==> src/sv/cls_pkg.sv <==
package cls_pkg;

    localparam int NEST_BITS_DEFAULT   = 8;
    localparam int QUEUE_DEPTH_DEFAULT = 4;

    localparam logic [7:0] CHAR_SEMI      = 8'h3B;
    localparam logic [7:0] CHAR_BACKSLASH = 8'h5C;
    localparam logic [7:0] CHAR_QUOTE     = 8'h22;
    localparam logic [7:0] CHAR_SPACE     = 8'h20;
    localparam logic [7:0] CHAR_TAB       = 8'h09;
    localparam logic [7:0] CHAR_CR        = 8'h0D;
    localparam logic [7:0] CHAR_LBRACE    = 8'h7B;
    localparam logic [7:0] CHAR_RBRACE    = 8'h7D;

    typedef enum logic [1:0] {
        KIND_WORD = 2'd0,
        KIND_ARG  = 2'd1,
        KIND_END  = 2'd2
    } kind_t;

    typedef enum logic [1:0] {
        PH_SKIP_CMD = 2'd0,
        PH_WORD     = 2'd1,
        PH_SKIP_ARG = 2'd2,
        PH_ARG      = 2'd3
    } phase_t;

    // up to two results for one input byte: an optional item, then an optional line-end mark
    typedef struct packed {
        logic       has_item;
        kind_t      kind;
        logic [7:0] text;
        logic       has_end;
    } entry_t;

    typedef struct packed {
        logic   emit;
        logic   end_cmd;
        logic   esc_set;
        logic   esc_clr;
        logic   wide_set;
        logic   wide_clr;
        logic   quote_tgl;
        logic   brace_inc;
        logic   brace_dec;
        logic   phase_chg;
        phase_t phase_to;
        kind_t  kind;
    } action_t;

    function automatic logic is_ws(input logic [7:0] b);
        return (b == CHAR_SPACE) || (b >= CHAR_TAB && b <= CHAR_CR);
    endfunction

endpackage

==> src/sv/cls_front.sv <==
module cls_front #(
    parameter int NEST_BITS = cls_pkg::NEST_BITS_DEFAULT
) (
    input  logic            aclk,
    input  logic            aresetn,
    input  logic            s_axis_tvalid,
    output logic            s_axis_tready,
    input  logic [7:0]      s_axis_tdata,
    input  logic            s_axis_tlast,
    input  logic            cfg_valid,
    input  logic            cfg_data,
    input  logic            q_ready,
    output logic            q_push,
    output cls_pkg::entry_t q_entry
);
    import cls_pkg::*;

    localparam logic signed [NEST_BITS-1:0] DEPTH_MAX = {1'b0, {(NEST_BITS-1){1'b1}}};
    localparam logic signed [NEST_BITS-1:0] DEPTH_MIN = {1'b1, {(NEST_BITS-1){1'b0}}};
    localparam logic signed [NEST_BITS-1:0] DEPTH_ONE = NEST_BITS'(1);

    phase_t                      phase_reg, phase_next;
    logic                        line_start_reg, line_start_next;
    logic                        quoted_reg, quoted_next;
    logic                        escape_reg, escape_next;
    logic                        wide_reg, wide_next;
    logic signed [NEST_BITS-1:0] depth_reg, depth_next;
    logic                        dbe_reg;

    action_t    act;
    logic       accept;
    logic       do_word;
    logic       do_arg;
    logic [7:0] b;

    assign b             = s_axis_tdata;
    assign s_axis_tready = q_ready;
    assign accept        = s_axis_tvalid && q_ready;

    // classify the byte against the current state
    always_comb begin
        act      = '0;
        act.kind = KIND_WORD;
        act.phase_to = phase_reg;
        do_word  = 1'b0;
        do_arg   = 1'b0;
        unique case (phase_reg)
            PH_SKIP_CMD: begin
                if (is_ws(b)) begin
                    act = act;
                end else if (b == CHAR_SEMI) begin
                    act.end_cmd = !line_start_reg;
                end else begin
                    act.phase_chg = 1'b1;
                    act.phase_to  = PH_WORD;
                    do_word       = 1'b1;
                end
            end
            PH_WORD: do_word = 1'b1;
            PH_SKIP_ARG: begin
                if (!is_ws(b)) begin
                    act.phase_chg = 1'b1;
                    act.phase_to  = PH_ARG;
                    do_arg        = 1'b1;
                end
            end
            PH_ARG: do_arg = 1'b1;
        endcase

        if (do_word) begin
            act.kind = KIND_WORD;
            priority if (escape_reg) begin
                act.esc_clr = 1'b1;
                act.emit    = 1'b1;
            end else if (wide_reg) begin
                act.wide_clr = 1'b1;
                act.emit     = 1'b1;
            end else if (b == CHAR_BACKSLASH) begin
                act.esc_set = 1'b1;
            end else if (dbe_reg && b[7]) begin
                act.wide_set = 1'b1;
                act.emit     = 1'b1;
            end else if (b == CHAR_QUOTE) begin
                act.quote_tgl = 1'b1;
            end else if (b == CHAR_SEMI) begin
                if (quoted_reg) begin
                    act.emit = 1'b1;
                end else begin
                    act.end_cmd = 1'b1;
                end
            end else if (!quoted_reg && b == CHAR_SPACE) begin
                act.phase_chg = 1'b1;
                act.phase_to  = PH_SKIP_ARG;
            end else begin
                act.emit = 1'b1;
            end
        end

        if (do_arg) begin
            act.kind = KIND_ARG;
            priority if (escape_reg) begin
                act.esc_clr = 1'b1;
                act.emit    = 1'b1;
            end else if (wide_reg) begin
                act.wide_clr = 1'b1;
                act.emit     = 1'b1;
            end else if (b == CHAR_BACKSLASH) begin
                act.esc_set = 1'b1;
                act.emit    = 1'b1;
            end else if (dbe_reg && b[7]) begin
                act.wide_set = 1'b1;
                act.emit     = 1'b1;
            end else if (b == CHAR_SEMI && depth_reg < DEPTH_ONE) begin
                act.end_cmd = 1'b1;
            end else if (b == CHAR_LBRACE) begin
                act.brace_inc = depth_reg < DEPTH_MAX;
                act.emit      = 1'b1;
            end else if (b == CHAR_RBRACE) begin
                act.brace_dec = depth_reg > DEPTH_MIN;
                act.emit      = 1'b1;
            end else begin
                act.emit = 1'b1;
            end
        end
    end

    // next state
    always_comb begin
        phase_next      = act.phase_chg ? act.phase_to : phase_reg;
        quoted_next     = quoted_reg ^ act.quote_tgl;
        escape_next     = (escape_reg && !act.esc_clr) || act.esc_set;
        wide_next       = (wide_reg && !act.wide_clr) || act.wide_set;
        depth_next      = depth_reg;
        line_start_next = 1'b0;
        if (act.brace_inc) begin
            depth_next = depth_reg + DEPTH_ONE;
        end else if (act.brace_dec) begin
            depth_next = depth_reg - DEPTH_ONE;
        end
        if (act.end_cmd || s_axis_tlast) begin
            phase_next  = PH_SKIP_CMD;
            quoted_next = 1'b0;
            escape_next = 1'b0;
            wide_next   = 1'b0;
            depth_next  = '0;
        end
        if (s_axis_tlast) begin
            line_start_next = 1'b1;
        end
    end

    // queue entry
    always_comb begin
        q_entry.has_item = act.emit || act.end_cmd;
        q_entry.kind     = act.end_cmd ? KIND_END : act.kind;
        q_entry.text     = act.end_cmd ? 8'h00 : b;
        q_entry.has_end  = s_axis_tlast;
        q_push           = accept && (act.emit || act.end_cmd || s_axis_tlast);
    end

    always_ff @(posedge aclk) begin
        if (!aresetn) begin
            phase_reg      <= PH_SKIP_CMD;
            line_start_reg <= 1'b1;
            quoted_reg     <= 1'b0;
            escape_reg     <= 1'b0;
            wide_reg       <= 1'b0;
            depth_reg      <= '0;
            dbe_reg        <= 1'b0;
        end else begin
            if (accept) begin
                phase_reg      <= phase_next;
                line_start_reg <= line_start_next;
                quoted_reg     <= quoted_next;
                escape_reg     <= escape_next;
                wide_reg       <= wide_next;
                depth_reg      <= depth_next;
            end
            if (cfg_valid) begin
                dbe_reg <= cfg_data;
            end
        end
    end

endmodule

==> src/sv/cls_queue.sv <==
module cls_queue #(
    parameter int DEPTH = cls_pkg::QUEUE_DEPTH_DEFAULT
) (
    input  logic            aclk,
    input  logic            aresetn,
    input  logic            push,
    input  cls_pkg::entry_t push_entry,
    output logic            push_ready,
    input  logic            pop,
    output logic            head_valid,
    output cls_pkg::entry_t head_entry
);
    import cls_pkg::*;

    localparam int PTR_W = (DEPTH > 1) ? $clog2(DEPTH) : 1;
    localparam int CNT_W = $clog2(DEPTH + 1);

    entry_t             mem [DEPTH];
    logic [PTR_W-1:0]   wr_ptr_reg, wr_ptr_next;
    logic [PTR_W-1:0]   rd_ptr_reg, rd_ptr_next;
    logic [CNT_W-1:0]   count_reg, count_next;
    logic               do_push;
    logic               do_pop;

    assign push_ready = count_reg != CNT_W'(DEPTH);
    assign head_valid = count_reg != '0;
    assign head_entry = mem[rd_ptr_reg];
    assign do_push    = push && push_ready;
    assign do_pop     = pop && head_valid;

    always_comb begin
        wr_ptr_next = wr_ptr_reg;
        rd_ptr_next = rd_ptr_reg;
        count_next  = count_reg;
        if (do_push) begin
            wr_ptr_next = (wr_ptr_reg == PTR_W'(DEPTH - 1)) ? '0 : wr_ptr_reg + 1'b1;
        end
        if (do_pop) begin
            rd_ptr_next = (rd_ptr_reg == PTR_W'(DEPTH - 1)) ? '0 : rd_ptr_reg + 1'b1;
        end
        if (do_push && !do_pop) begin
            count_next = count_reg + 1'b1;
        end else if (do_pop && !do_push) begin
            count_next = count_reg - 1'b1;
        end
    end

    always_ff @(posedge aclk) begin
        if (do_push) begin
            mem[wr_ptr_reg] <= push_entry;
        end
    end

    always_ff @(posedge aclk) begin
        if (!aresetn) begin
            wr_ptr_reg <= '0;
            rd_ptr_reg <= '0;
            count_reg  <= '0;
        end else begin
            wr_ptr_reg <= wr_ptr_next;
            rd_ptr_reg <= rd_ptr_next;
            count_reg  <= count_next;
        end
    end

endmodule

==> src/sv/cls_back.sv <==
module cls_back (
    input  logic            aclk,
    input  logic            aresetn,
    input  logic            head_valid,
    input  cls_pkg::entry_t head_entry,
    output logic            pop,
    output logic            m_axis_tvalid,
    input  logic            m_axis_tready,
    output logic [7:0]      m_axis_tdata,  // text_byte
    output logic [1:0]      m_axis_tuser,  // item_kind
    output logic            m_axis_tlast   // run_last
);
    import cls_pkg::*;

    logic       first_done_reg, first_done_next;
    logic       valid_reg, valid_next;
    kind_t      kind_reg, kind_next;
    logic [7:0] text_reg, text_next;
    logic       last_reg, last_next;
    logic       load;
    logic       take_item;
    logic       entry_done;

    assign load       = !valid_reg || m_axis_tready;
    assign take_item  = head_entry.has_item && !first_done_reg;
    assign entry_done = !take_item || !head_entry.has_end;
    assign pop        = load && head_valid && entry_done;

    always_comb begin
        first_done_next = first_done_reg;
        valid_next      = valid_reg;
        kind_next       = kind_reg;
        text_next       = text_reg;
        last_next       = last_reg;
        if (load) begin
            valid_next = head_valid;
            if (head_valid) begin
                kind_next       = take_item ? head_entry.kind : KIND_END;
                text_next       = take_item ? head_entry.text : 8'h00;
                last_next       = entry_done;
                first_done_next = !entry_done;
            end
        end
    end

    always_ff @(posedge aclk) begin
        kind_reg <= kind_next;
        text_reg <= text_next;
        last_reg <= last_next;
    end

    always_ff @(posedge aclk) begin
        if (!aresetn) begin
            first_done_reg <= 1'b0;
            valid_reg      <= 1'b0;
        end else begin
            first_done_reg <= first_done_next;
            valid_reg      <= valid_next;
        end
    end

    assign m_axis_tvalid = valid_reg;
    assign m_axis_tdata  = text_reg;
    assign m_axis_tuser  = kind_reg;
    assign m_axis_tlast  = last_reg;

endmodule

==> src/sv/command_line_splitter_core.sv <==
// Command line splitter. Takes one line byte per beat (tlast marks the last byte of the line)
// and emits tagged beats: command-word bytes, argument bytes and command-end marks, with tlast
// on the last beat caused by each input byte. An input byte is accepted every cycle while the
// queue between classifier and output stage has room; the output side delivers one beat per cycle
// while m_axis_tready is high. A byte that yields two results (a line end) fills two output beats,
// and the queue of QUEUE_DEPTH entries absorbs such bursts. Results pass through the queue and
// the output register. cfg_data sets double-byte mode; write it only while the block is idle.
module command_line_splitter_core #(
    parameter int NEST_BITS   = cls_pkg::NEST_BITS_DEFAULT,
    parameter int QUEUE_DEPTH = cls_pkg::QUEUE_DEPTH_DEFAULT
) (
    input  logic       aclk,
    input  logic       aresetn,
    input  logic       s_axis_tvalid,
    output logic       s_axis_tready,
    input  logic [7:0] s_axis_tdata,   // line_byte
    input  logic       s_axis_tlast,   // line_end
    output logic       m_axis_tvalid,
    input  logic       m_axis_tready,
    output logic [7:0] m_axis_tdata,   // text_byte
    output logic [1:0] m_axis_tuser,   // item_kind
    output logic       m_axis_tlast,   // run_last
    input  logic       cfg_valid,
    output logic       cfg_ready,
    input  logic       cfg_data        // double_byte_enable
);
    import cls_pkg::*;

    logic   q_push;
    logic   q_ready;
    entry_t q_entry;
    logic   q_pop;
    logic   head_valid;
    entry_t head_entry;

    assign cfg_ready = 1'b1;

    cls_front #(
        .NEST_BITS(NEST_BITS)
    ) u_front (
        .aclk         (aclk),
        .aresetn      (aresetn),
        .s_axis_tvalid(s_axis_tvalid),
        .s_axis_tready(s_axis_tready),
        .s_axis_tdata (s_axis_tdata),
        .s_axis_tlast (s_axis_tlast),
        .cfg_valid    (cfg_valid),
        .cfg_data     (cfg_data),
        .q_ready      (q_ready),
        .q_push       (q_push),
        .q_entry      (q_entry)
    );

    cls_queue #(
        .DEPTH(QUEUE_DEPTH)
    ) u_queue (
        .aclk      (aclk),
        .aresetn   (aresetn),
        .push      (q_push),
        .push_entry(q_entry),
        .push_ready(q_ready),
        .pop       (q_pop),
        .head_valid(head_valid),
        .head_entry(head_entry)
    );

    cls_back u_back (
        .aclk         (aclk),
        .aresetn      (aresetn),
        .head_valid   (head_valid),
        .head_entry   (head_entry),
        .pop          (q_pop),
        .m_axis_tvalid(m_axis_tvalid),
        .m_axis_tready(m_axis_tready),
        .m_axis_tdata (m_axis_tdata),
        .m_axis_tuser (m_axis_tuser),
        .m_axis_tlast (m_axis_tlast)
    );

endmodule

==> config.mk <==
export PLATFORM = sky130hd
export DESIGN_NAME = command_line_splitter_core
export DESIGN_NICKNAME = d
export VERILOG_FILES = /design/src/sv/cls_pkg.sv /design/src/sv/cls_front.sv /design/src/sv/cls_queue.sv /design/src/sv/cls_back.sv /design/src/sv/command_line_splitter_core.sv
export SDC_FILE = /design/constraint.sdc
export NUM_CORES = 1
export LEC_CHECK = 0
export BUFFER_PORTS_ARGS = -buffer_cell sky130_fd_sc_hd__buf_2
export CORE_AREA = 2 2 89 91
export CTS_BUF_LIST = sky130_fd_sc_hd__clkbuf_8
export DETAILED_ROUTE_END_ITERATION = 16
export DIE_AREA = 0 0 91 93
export GPL_ROUTABILITY_DRIVEN = 0
export GPL_TIMING_DRIVEN = 0
export PLACE_DENSITY = 0.72
export SETUP_SLACK_MARGIN = 0.3
export SKIP_LAST_GASP = 1
export SLEW_MARGIN = 20
export SYNTH_ARGS = -nofsm -noshare
export SYNTH_HDL_FRONTEND = slang
export SYNTH_HIERARCHICAL = 1
export SYNTH_SLANG_ARGS = --single-unit
==> constraint.sdc <==
create_clock -name aclk -period 4.35 [get_ports aclk]
set_input_delay 0.6525 -clock aclk [delete_from_list [all_inputs] [get_ports aclk]]
set_output_delay 0.6525 -clock aclk [all_outputs]
set_load 0.01 [all_outputs]
==> flow_metrics.env <==
export IMPL_crit_arrival_ns=4.04
export IMPL_die_y_um=93
export IMPL_path_class="primary input to register"
export IMPL_finalCritPeriodShare=0.863
export IMPL_fmax_mhz=266
export IMPL_crit_path_start="s_axis_tdata[2]"
export IMPL_clock_skew_final_ns=0.00740
export IMPL_place_ws_ns=0.167
export IMPL_grt_overflow=0
export IMPL_rsz0062_at_grt="no"
export IMPL_grt_antenna_before_repair=0
export IMPL_drtAntennaViolNets=0
export IMPL_yosys_warnings=6
export IMPL_htreeDepth=3
export IMPL_worstSetupStartpointType="primary input"
export IMPL_firstDrtPassIters=4
export IMPL_wl_per_cell_um=15.7
export IMPL_fp_dieW_um=91
export IMPL_setup_viol_count_final=0
export IMPL_drive_gt1_frac=0.231
export IMPL_numCtsBuffers=9
export IMPL_worstSetupEndpointType="register"
export IMPL_clockBufferDepth=2
export IMPL_worstReg2RegStart="u_front/escape_reg$_SDFFE_PN0P_"
export IMPL_core_um2=7530
export IMPL_grt_pass1_vias=2465
export IMPL_critPathMaxFanout=10
export IMPL_max_slew_margin=0.437
export IMPL_netlist_instances=317
export IMPL_synth_area_um2=4020
export IMPL_wl_um=7240
export IMPL_drt_initial_drc_count=79
export IMPL_start_util=0.534
export IMPL_fp_dieArea_um2=8460
export IMPL_portBuffers=27
export IMPL_routed_via_density=5.68
export IMPL_drv_cap=0
export IMPL_synthTopCellsByArea="edfxtp_1, dfxtp_1, mux4_2"
export IMPL_hold_viol=0
export IMPL_cts_setup_buffers=0
export IMPL_drc_errors=0
export IMPL_hp_class="register to register"
export IMPL_cts_tree="built"
export IMPL_status="complete, no violations"
export IMPL_vdd_drop_max_mv=0.201
export IMPL_synth_seq_area_share=0.570
export IMPL_synth_ff_type="edfxtp_1"
export IMPL_cts_sinks=85
export IMPL_synth_edf_count=59
export IMPL_grtUsageTotal=0.182
export IMPL_tightestPinTransition_ns=0.823
export IMPL_drv_slew=0
export IMPL_fin_tns_setup_ns=0
export IMPL_hp_start="u_queue/wr_ptr_reg[1]$_SDFFE_PN0P_"
export IMPL_insertion_delay_ns=0.35
export IMPL_ioPinCount=29
export IMPL_dp_hpwl_um=5080
export IMPL_grt_pass1_wl_um=11900
export IMPL_clkTransAtPathRegs_ns=0.09
export IMPL_yosysTopAreaCell="edfxtp_1"
export IMPL_syn_to_final_growth_pct=12.5
export IMPL_n_antenna_cell=0
export IMPL_root_buffer="clkbuf_8"
export IMPL_largest_reg_flops=48
export IMPL_crit_required_ns=4.63
export IMPL_syn_mean_instance_area_um2=12.7
export IMPL_synthArstFlopShare=0
export IMPL_p_leak_nw=1.62
export IMPL_p_per_area_nw_per_um2=546
export IMPL_ys_seq_elements=85
export IMPL_ys_types=67
export IMPL_vias=2624
export IMPL_n_fill_cell=625
export IMPL_rows=32
export IMPL_grt_max_degree=15
export IMPL_syn_num_nets=342
export IMPL_power_w=0.00247
export IMPL_min_period_ns=3.75
export IMPL_nNetsFinal=380
export IMPL_synth_top_area_share=0.441
export IMPL_setup_ws_ns=0.595
==> cells by family after synthesis <==
| logic type | count (synthesis) | synth area share |
|---|---|---|
| DFF | 85 | 0.570 |
| adders and majority gates | 10 | 0.0330 |
| AOI/OAI and AO/OA | 60 | 0.101 |
| buffers and inverters | 29 | 0.0352 |
| and+or+nand+nor | 108 | 0.164 |
| xor gates and xnor gates | 5 | 0.0109 |
| muxes | 19 | 0.0850 |
| other | 1 | 0.000933 |
==> cell type report <==
cell class | count | area, um^2 | area share
Inverter | 10 | 37.5 | 0.00830
Clock inverter | 5 | 82.6 | 0.0183
Timing Repair Buffer | 27 | 135 | 0.0299
Sequential cell | 85 | 2290 | 0.507
Buffer | 19 | 104 | 0.0230
Tap cell | 102 | 128 | 0.0282
Clock buffer | 11 | 151 | 0.0335
Multi-Input combinational cell | 203 | 1590 | 0.352
==> cells in the mapped netlist (6+ instances only) <==
cell type	instances
edfxtp_1	59
dfxtp_1	26
nand2_1	19
and2_1	17
nor2_1	16
a21oi_1	13
o21ai_0	13
mux4_2	12
clkbuf_1	10
ha_1	9
inv_1	9
a31oi_1	6
mux2i_1	6
nand3_1	6
==> power by group <==
part,internal (W),switching [W],total [W]
clock,0.000356,0.000280,0.000636
combinational,0.000328,0.000360,0.000688
sequential,0.00107,0.0000724,0.00115
==> layout by cell type, fill, tap and decap left out, types with 4 or more instances in the layout <==
| cell type | count |
|---|---|
| edfxtp_1 | 59 |
| buf_2 | 28 |
| dfxtp_1 | 26 |
| nand2_1 | 19 |
| and2_1 | 17 |
| nor2_1 | 16 |
| a21oi_1 | 13 |
| o21ai_0 | 13 |
| mux4_2 | 12 |
| clkbuf_8 | 11 |
| clkbuf_1 | 10 |
| inv_1 | 9 |
| ha_1 | 9 |
| mux2i_1 | 6 |
| a31oi_1 | 6 |
| nand3_1 | 6 |
| o21a_1 | 5 |
| or3_1 | 5 |
| buf_4 | 4 |
| nand2b_1 | 4 |
| nor2b_1 | 4 |
| xnor2_1 | 4 |
| and3_2 | 4 |
==> final timing paths <==
kind	depth (start not counted)	to	slack, ns
setup / recovery	14	u_queue/count_reg[2]$_SDFFE_PN0P_	0.60
hold / removal	2	u_queue/wr_ptr_reg[1]$_SDFFE_PN0P_	0.50
setup reg to reg	13	u_queue/count_reg[2]$_SDFFE_PN0P_	0.66
hold reg to reg	2	u_queue/wr_ptr_reg[1]$_SDFFE_PN0P_	0.50
==> metal layers <==
metal / vias up / routed length (um) / GRT usage
met2: 64 / 3380 / 0.286
met3: 20 / 267 / 0.0371
met1: 1263 / 3380 / 0.241
met5: - / 0 / 0
li1: 1277 / - / -
met4: 0 / 217 / 0.0960
==> critical path, cell delays in order <==
cell and delay, ns:
buf_2 0.14, nand4b_1 0.20, or4_1 0.50, buf_6 0.17
nor4_2 0.28, o31a_1 0.28, o21a_1 0.22, and2_4 0.19
ha_1 0.18, inv_1 0.06, fa_1 0.37, xor2_1 0.19
or3_2 0.42, a21boi_0 0.17
==> what timing repair did <==
action | CTS | global route
resized for setup | 0 | 1
hold buffers | 0 | 0
endpoints found under the setup margin | 0 | 1
==> through the flow <==
stage | utilization | hold WS [ns] | cell area [um^2] | instances
2_1_floorplan | - | 0.460 | 4020 | 317
3_3_place_gp | 0.569 | 0.477 | 4280 | 446
3_5_place_dp | 0.569 | 0.490 | 4280 | 446
4_1_cts | 0.600 | 0.503 | 4520 | 462
5_1_grt | 0.601 | 0.543 | 4520 | 462
6_report | 0.601 | 0.504 | 4520 | 462
Power figures use the tool's default switching activity.
